--- config.mk ---
export PLATFORM = sky130hd
export DESIGN_NAME = dpswc_plane
export DESIGN_NICKNAME = d
export VERILOG_FILES = /design/src/sv/dpswc_pkg.sv /design/src/sv/dpswc_plane.sv
export SDC_FILE = /design/constraint.sdc
export NUM_CORES = 2
export LEC_CHECK = 0
export ABC_AREA = 1
export BUFFER_PORTS_ARGS = -buffer_cell sky130_fd_sc_hd__buf_4
export CAP_MARGIN = 10
export CORE_MARGIN = 2
export CORE_UTILIZATION = 50
export DETAILED_ROUTE_END_ITERATION = 10
export PLACE_DENSITY_LB_ADDON = 0.2
export SLEW_MARGIN = 20
export SYNTH_ARGS = -nofsm -noshare
export SYNTH_HDL_FRONTEND = slang
export SYNTH_SLANG_ARGS = --single-unit
--- constraint.sdc ---
create_clock -name aclk -period 7.65 [get_ports aclk]
set_input_delay 1.53 -clock aclk [delete_from_list [all_inputs] [get_ports aclk]]
set_output_delay 1.53 -clock aclk [all_outputs]
set_load 0.02 [all_outputs]
--- src/sv/dpswc_pkg.sv ---
// Shared types, widths and codes for the depth pixel wrist-cut pipeline.
package dpswc_pkg;

    // Field widths of the pixel stream and the register file.
    localparam int COL_W      = 10;
    localparam int ROW_W      = 9;
    localparam int BYTE_W     = 8;
    localparam int DEPTH_W    = 16;
    localparam int PIX_W      = 12;
    localparam int K_W        = 32;
    localparam int BIAS_W     = 48;
    localparam int CFG_IDX_W  = 3;
    localparam int CFG_DATA_W = 48;

    // Plane arithmetic widths.
    // Offset from the principal point: -4095 .. 1023.
    localparam int DIFF_W  = 13;
    // Coefficient times offset.
    localparam int PROD_W  = K_W + DIFF_W;
    // Sum of both products and kz.
    localparam int SUM_W   = PROD_W + 2;
    // Half of the depth word, one partial product each.
    localparam int HALF_W  = DEPTH_W / 2;
    localparam int PART_W  = SUM_W + HALF_W + 1;
    // Full plane distance; its magnitude stays below 2^62.
    localparam int DIST_W  = 64;

    // Pipeline stages that carry side data: decode plus four plane stages.
    localparam int SIDE_STAGES = 5;

    // Register indexes of the configuration port.
    typedef enum logic [CFG_IDX_W-1:0] {
        REG_DEPTH_LIMIT = 3'd0,
        REG_PRINCIPAL_X = 3'd1,
        REG_PRINCIPAL_Y = 3'd2,
        REG_PLANE_KX    = 3'd3,
        REG_PLANE_KY    = 3'd4,
        REG_PLANE_KZ    = 3'd5,
        REG_PLANE_BIAS  = 3'd6
    } cfg_index_t;

    // Reset values of the registers.
    localparam logic [DEPTH_W-1:0] DEPTH_LIMIT_RST = 16'd1000;
    localparam logic [PIX_W-1:0]   PRINCIPAL_X_RST = 12'd320;
    localparam logic [PIX_W-1:0]   PRINCIPAL_Y_RST = 12'd240;

    // Result codes of one pixel.
    typedef enum logic [1:0] {
        ST_KEPT    = 2'd0,
        ST_OUTSIDE = 2'd1,
        ST_BEYOND  = 2'd2,
        ST_BEHIND  = 2'd3
    } pixel_status_t;

    // Wrist plane coefficients as held in the register file.
    typedef struct packed {
        logic signed [K_W-1:0]    kx;
        logic signed [K_W-1:0]    ky;
        logic signed [K_W-1:0]    kz;
        logic signed [BIAS_W-1:0] bias;
    } plane_cfg_t;

    // Per-pixel data that travels beside the plane arithmetic.
    typedef struct packed {
        logic [DEPTH_W-1:0] mval;
        logic [DEPTH_W-1:0] dval;
        pixel_status_t      status;
    } side_t;

endpackage

--- src/sv/dpswc_plane.sv ---
// Four-stage pipeline that tests a back-projected pixel against the wrist plane.
module dpswc_plane
    import dpswc_pkg::*;
(
    input  logic                      aclk,
    input  logic                      en,
    input  plane_cfg_t                cfg,
    input  logic signed [DIFF_W-1:0]  du,
    input  logic signed [DIFF_W-1:0]  dv,
    input  logic        [DEPTH_W-1:0] d,
    output logic                      behind
);

    logic signed [PROD_W-1:0] kx_ext, ky_ext, du_ext, dv_ext;
    logic signed [PROD_W-1:0] px_next, py_next, px_reg, py_reg;
    logic [DEPTH_W-1:0]       d_a_reg, d_b_reg;
    logic signed [SUM_W-1:0]  sum_next, sum_reg;
    logic signed [PART_W-1:0] sum_ext, dhi_ext, dlo_ext;
    logic signed [PART_W-1:0] hi_next, lo_next, hi_reg, lo_reg;
    logic signed [DIST_W-1:0] hi_wide, lo_wide, bias_wide, plane_dist;
    logic                     behind_next, behind_reg;

    // Stage A: the x and y coefficients, each times its offset from the principal point.
    always_comb begin
        kx_ext  = {{(PROD_W-K_W){cfg.kx[K_W-1]}}, cfg.kx};
        ky_ext  = {{(PROD_W-K_W){cfg.ky[K_W-1]}}, cfg.ky};
        du_ext  = {{(PROD_W-DIFF_W){du[DIFF_W-1]}}, du};
        dv_ext  = {{(PROD_W-DIFF_W){dv[DIFF_W-1]}}, dv};
        px_next = kx_ext * du_ext;
        py_next = ky_ext * dv_ext;
    end

    // Stage B: add both products and the z coefficient.
    always_comb begin
        sum_next = {{(SUM_W-PROD_W){px_reg[PROD_W-1]}}, px_reg}
                 + {{(SUM_W-PROD_W){py_reg[PROD_W-1]}}, py_reg}
                 + {{(SUM_W-K_W){cfg.kz[K_W-1]}}, cfg.kz};
    end

    // Stage C: scale by the depth, one partial product per depth byte.
    always_comb begin
        sum_ext = {{(PART_W-SUM_W){sum_reg[SUM_W-1]}}, sum_reg};
        dhi_ext = {{(PART_W-HALF_W){1'b0}}, d_b_reg[DEPTH_W-1:HALF_W]};
        dlo_ext = {{(PART_W-HALF_W){1'b0}}, d_b_reg[HALF_W-1:0]};
        hi_next = sum_ext * dhi_ext;
        lo_next = sum_ext * dlo_ext;
    end

    // Stage D: merge the partial products, remove the bias and take the sign.
    always_comb begin
        hi_wide     = {{(DIST_W-PART_W){hi_reg[PART_W-1]}}, hi_reg};
        lo_wide     = {{(DIST_W-PART_W){lo_reg[PART_W-1]}}, lo_reg};
        bias_wide   = {{(DIST_W-BIAS_W){cfg.bias[BIAS_W-1]}}, cfg.bias};
        plane_dist  = (hi_wide <<< HALF_W) + lo_wide - bias_wide;
        behind_next = plane_dist[DIST_W-1];
    end

    // Stage registers; they hold while the pipeline is stalled.
    always_ff @(posedge aclk) begin
        if (en) begin
            px_reg     <= px_next;
            py_reg     <= py_next;
            d_a_reg    <= d;
            sum_reg    <= sum_next;
            d_b_reg    <= d_a_reg;
            hi_reg     <= hi_next;
            lo_reg     <= lo_next;
            behind_reg <= behind_next;
        end
    end

    assign behind = behind_reg;

endmodule

Word level (Yosys, flattened, before mapping)
Index checks and enable logic that the tools add are counted.
Widths: inputs -> output; s select.
- multipliers: 4
- $add $sub $neg: 4
- operators with widths (operator ; number):
    $mul 47x9->56 ; 2
    $mul 32x13->45 ; 2
    $add 64x56->64 ; 1
    $sub 64x48->64 ; 1
    $add 46x32->47 ; 1
    $add 45x45->46 ; 1
- register bits: 282
- logic and storage cells: 16
- output and inout port bits: 1

Longest topological paths before layout
- depth after elaboration: 2
- depth in mapped cells: 26
- gate-level depth less buffers: 25

Worst setup path after synthesis
Ideal clock, no wire load.
- path kind: input -> register
- start: input cfg[111] in the netlist's numbering
- end: register py_reg[44], data pin
- required time: 7.397 ns
- setup slack: 1.286 ns
- stages on the path: 19
- arrival: 6.111 ns
- setup time: 0.253 ns
- cells stage by stage: clkbuf_1 -> nand2_1 -> fa_1 -> fa_1 -> inv_1 -> fa_1 -> inv_1 -> fa_1 -> fa_1 -> inv_1 -> ha_1 -> ha_1 -> nand2_1 -> nor2_1 -> nand2_1 -> nor2_1 -> nand4_1 -> nand3_1 -> nand2_1
- cells in the longest elaborated chain, start to end: 1
- ends and longest elaborated chain (element ; RTL line ; source):
    from (decl) ; dpswc_plane.sv:7 ; input plane_cfg_t cfg,
    $mul 32x13->45 ; dpswc_plane.sv:30 ; py_next = ky_ext * dv_ext;
    net py_next[44] ; dpswc_plane.sv:15 ; logic signed [PROD_W-1:0] px_next, py_next, px_reg, py_reg;
    to (signal assigned) ; dpswc_plane.sv:62 ; py_reg <= py_next;
    to (decl) ; dpswc_plane.sv:15 ;
The timed path passes the listed nets, and every way through them passes these cells.
A chain may end at the register's enable or synchronous reset.

Worst setup path in the final report
- start: input dv[12]
- end: register py_reg[39], data pin
- cells in the longest elaborated chain, start to end: 1
- ends and longest elaborated chain (element ; RTL line ; source):
    from (decl) ; dpswc_plane.sv:9 ; input logic signed [DIFF_W-1:0] dv,
    $mul 32x13->45 ; dpswc_plane.sv:30 ;
    net py_next[39] ; dpswc_plane.sv:15 ;
The timed path passes the listed nets, and every way through them passes these cells.

==> flow_summary.json <==
{
  "wl_um": 220500,
  "initial_core_util_pct": 50.17,
  "io_buffer_count": 188,
  "place_area_um2": 79050,
  "crit_start": "dv[12]",
  "dieWidth_um": 393.7,
  "period_share_pct": 85.09,
  "ios": 189,
  "yosysWarnings": 0,
  "path_buf_inv": 3,
  "cts_root_buffer": "clkbuf_16",
  "die-height_um": 393.7,
  "worstReg2RegStart": "d_b_reg[10]$_DFFE_PP_",
  "cts_max_level": 2,
  "grt_pass1_vias": 65619,
  "dp_slack_ns": 0.5086,
  "finClkSkew_ns": 0.05139,
  "area_delta_synth_final_pct": 5.766,
  "die_area_um2": 155000,
  "rsz0062_at_grt": "false",
  "cp.arrival_ns": 6.90,
  "layout.nets": 12327,
  "synth_xor_area_share_pct": 1.614,
  "tns_ns": 0,
  "cts_tree": "done",
  "synth-simple-area-share_pct": 20.90,
  "dr.pass1.iters": 6,
  "clk_latency_ns": 0.62,
  "drv_slew": 0,
  "end_kind": "register",
  "synth_top_family_by_area": "adder cells",
  "path_common_cell": "fa_1",
  "avgSynthCellArea_um2": 7.433,
  "path_class": "in2reg",
  "clockBufferDepth": 3,
  "tightest_slew_ns": 1.158,
  "slew_headroom_pct": 22.80,
  "postCtsSetupBuffers": 0,
  "hpwlAfterDp_um": 189700,
  "row_count": 143,
  "finalCriticalPeriod_ns": 6.510,
  "grtUsageTotal_pct": 29.24,
  "cts_sinks": 282,
  "cpPeakStageDelay_ns": 0.59,
  "core_um2": 151400,
  "synth_seq_area_share_pct": 11.15,
  "final_hold_viol_count": 0,
  "syn_inst": 10218,
  "synth_fp_nets": 12372,
  "drive_gt1_share_pct": 3.617,
  "worstPathRequired_ns": 8.04,
  "drc": 0,
  "maxCapViolCount": 0,
  "startpoint_type": "input port",
  "reg2reg_slack_ns": 1.62,
  "path_max_fanout": 23,
  "wl_per_cell_um": 18.03,
  "crit_family": "adder cells",
  "finalWorstSetupSlack_ns": 1.140,
  "via_count": 61340,
  "status": "complete, no violations",
  "overflow": 0,
  "grt_max_degree": 110,
  "slowest_stage": "inv_1",
  "fmax_mhz": 153.6,
  "finalSetupViolations": 0,
  "dr.first_iter.drc_count": 3541,
  "path_cells": "buf_4, inv_1, or2_2, fa_1, fa_1, inv_1, fa_1, fa_1, fa_1, fa_1, ha_1, nand2_1, nor2_1, nand2_1, nor2_1, nand3_1, nand4_1, nand2_1",
  "ys_ff_latch": 282,
  "antenna_found_initial": 3,
  "grt_pass1_wl_um": 355800,
  "cts_made_buffers": 39,
  "fin_area_um2": 80330,
  "path_clk_slew_ns": 0.06,
  "min_path_type": "reg2reg",
  "synth.area.mux_share_pct": 0,
  "diodes": 0,
  "synth_compound_area_share_pct": 3.356,
  "hold_buffers": 0,
  "detail-route-antenna-nets": 0,
  "vias_per_cell": 5.014,
  "cts_repair_resize_count": 0,
  "place_congestion": 0.9732,
  "synth.distinct_cells": 39,
  "syn_area_um2": 75950,
  "worstHoldStart": "d_a_reg[4]$_DFFE_PP_",
  "synth_fa_ha_area_share_pct": 46.42
}
-- kinds of logic (layout without fill, tap and decap cells) --
logic type / Yosys count / in the layout
DFF: 282 / 282
buffers and inverters: 3351 / 3336
adders and majority gates: 1966 / 1966
and+or+nand+nor: 4013 / 4013
xor gates and xnor gates: 140 / 140
AOI/OAI and AO/OA: 466 / 466
-- cells in the mapped netlist (all sizes together) --
cell type	number	area, µm²
nand2b	1	6.260
a21o	15	112.6
o21a	10	75.07
fa	1419	28410
ha	547	6844
nor2	495	1941
or2	14	90.09
a31oi	5	31.28
buf	12	45.04
o21bai	46	345.3
clkbuf	304	1141
nor3	39	210.2
inv	3035	11390
xor2	108	945.9
nand3	232	1221
o211ai	2	20.02
o21ai	111	559.3
and2	6	37.54
a21oi	271	1360
and3	8	50.05
nand4	71	444.2
xnor2	32	280.3
nand2	3139	11820
a21boi	6	45.04
nand3b	8	60.06
edfxtp	282	8468
-- per-layer routing --
metal / share of wire [%] / up-vias / track usage, %
li1: - / 29083 / -
met1: 41 / 30148 / 36.58
met2: 50 / 1707 / 52.26
met3: 4.8 / 398 / 2.646
met4: 4.4 / 4 / 11.29
met5: 0.010 / - / 0
-- cell usage in the layout, fill, tap and decap left out, types with 12 or more instances in the layout --
cell       netlist  final
nand2_2         13     13
xor2_1         108    108
nor3_1          36     36
clkbuf_16        0     39
or2_2           12     12
buf_4            0    228
nand4_1         71     71
nand3_1        220    220
nand2_1       3126   3126
xnor2_1         32     32
a21oi_1        270    270
nand3_2         12     12
o21bai_1        46     46
edfxtp_1       282    282
nor2_2          30     30
inv_1         3030   3030
nor2_1         464    464
fa_1          1419   1419
ha_1           547    547
a21o_1          15     15
o21ai_0        104    104
-- area by class of cell --
class	instances	area, µm²
sequential	282	8468
multi-input combinational	6585	54900
clock inverter	27	284.0
tap	2030	2540
timing repair buffer	230	1747
inverter	3035	11390
clock buffer	44	994.7
fill	14969	71040
-- path summary, 6_finish.rpt --
check                         endpoint  cells past startpoint
setup reg to reg  hi_reg[24]$_DFFE_PP_                     19
setup / recovery  py_reg[39]$_DFFE_PP_                     18
hold / removal    d_b_reg[4]$_DFFE_PP_                      0
hold reg to reg   d_b_reg[4]$_DFFE_PP_                      0
-- through the flow --
step,hold WS (ns),std cells,utilization [%]
3_5_place_dp,0.4045,12162,52.22
4_1_cts,0.4191,12233,53.07
2_1_floorplan,0.4003,10218,-
5_1_grt,0.4239,12233,53.07
6_report,0.4189,12233,53.07
3_3_place_gp,0.4032,12162,52.22
Power is not shown: default switching activity piles up to over one toggle a cycle in this logic, so the estimate is an artifact.
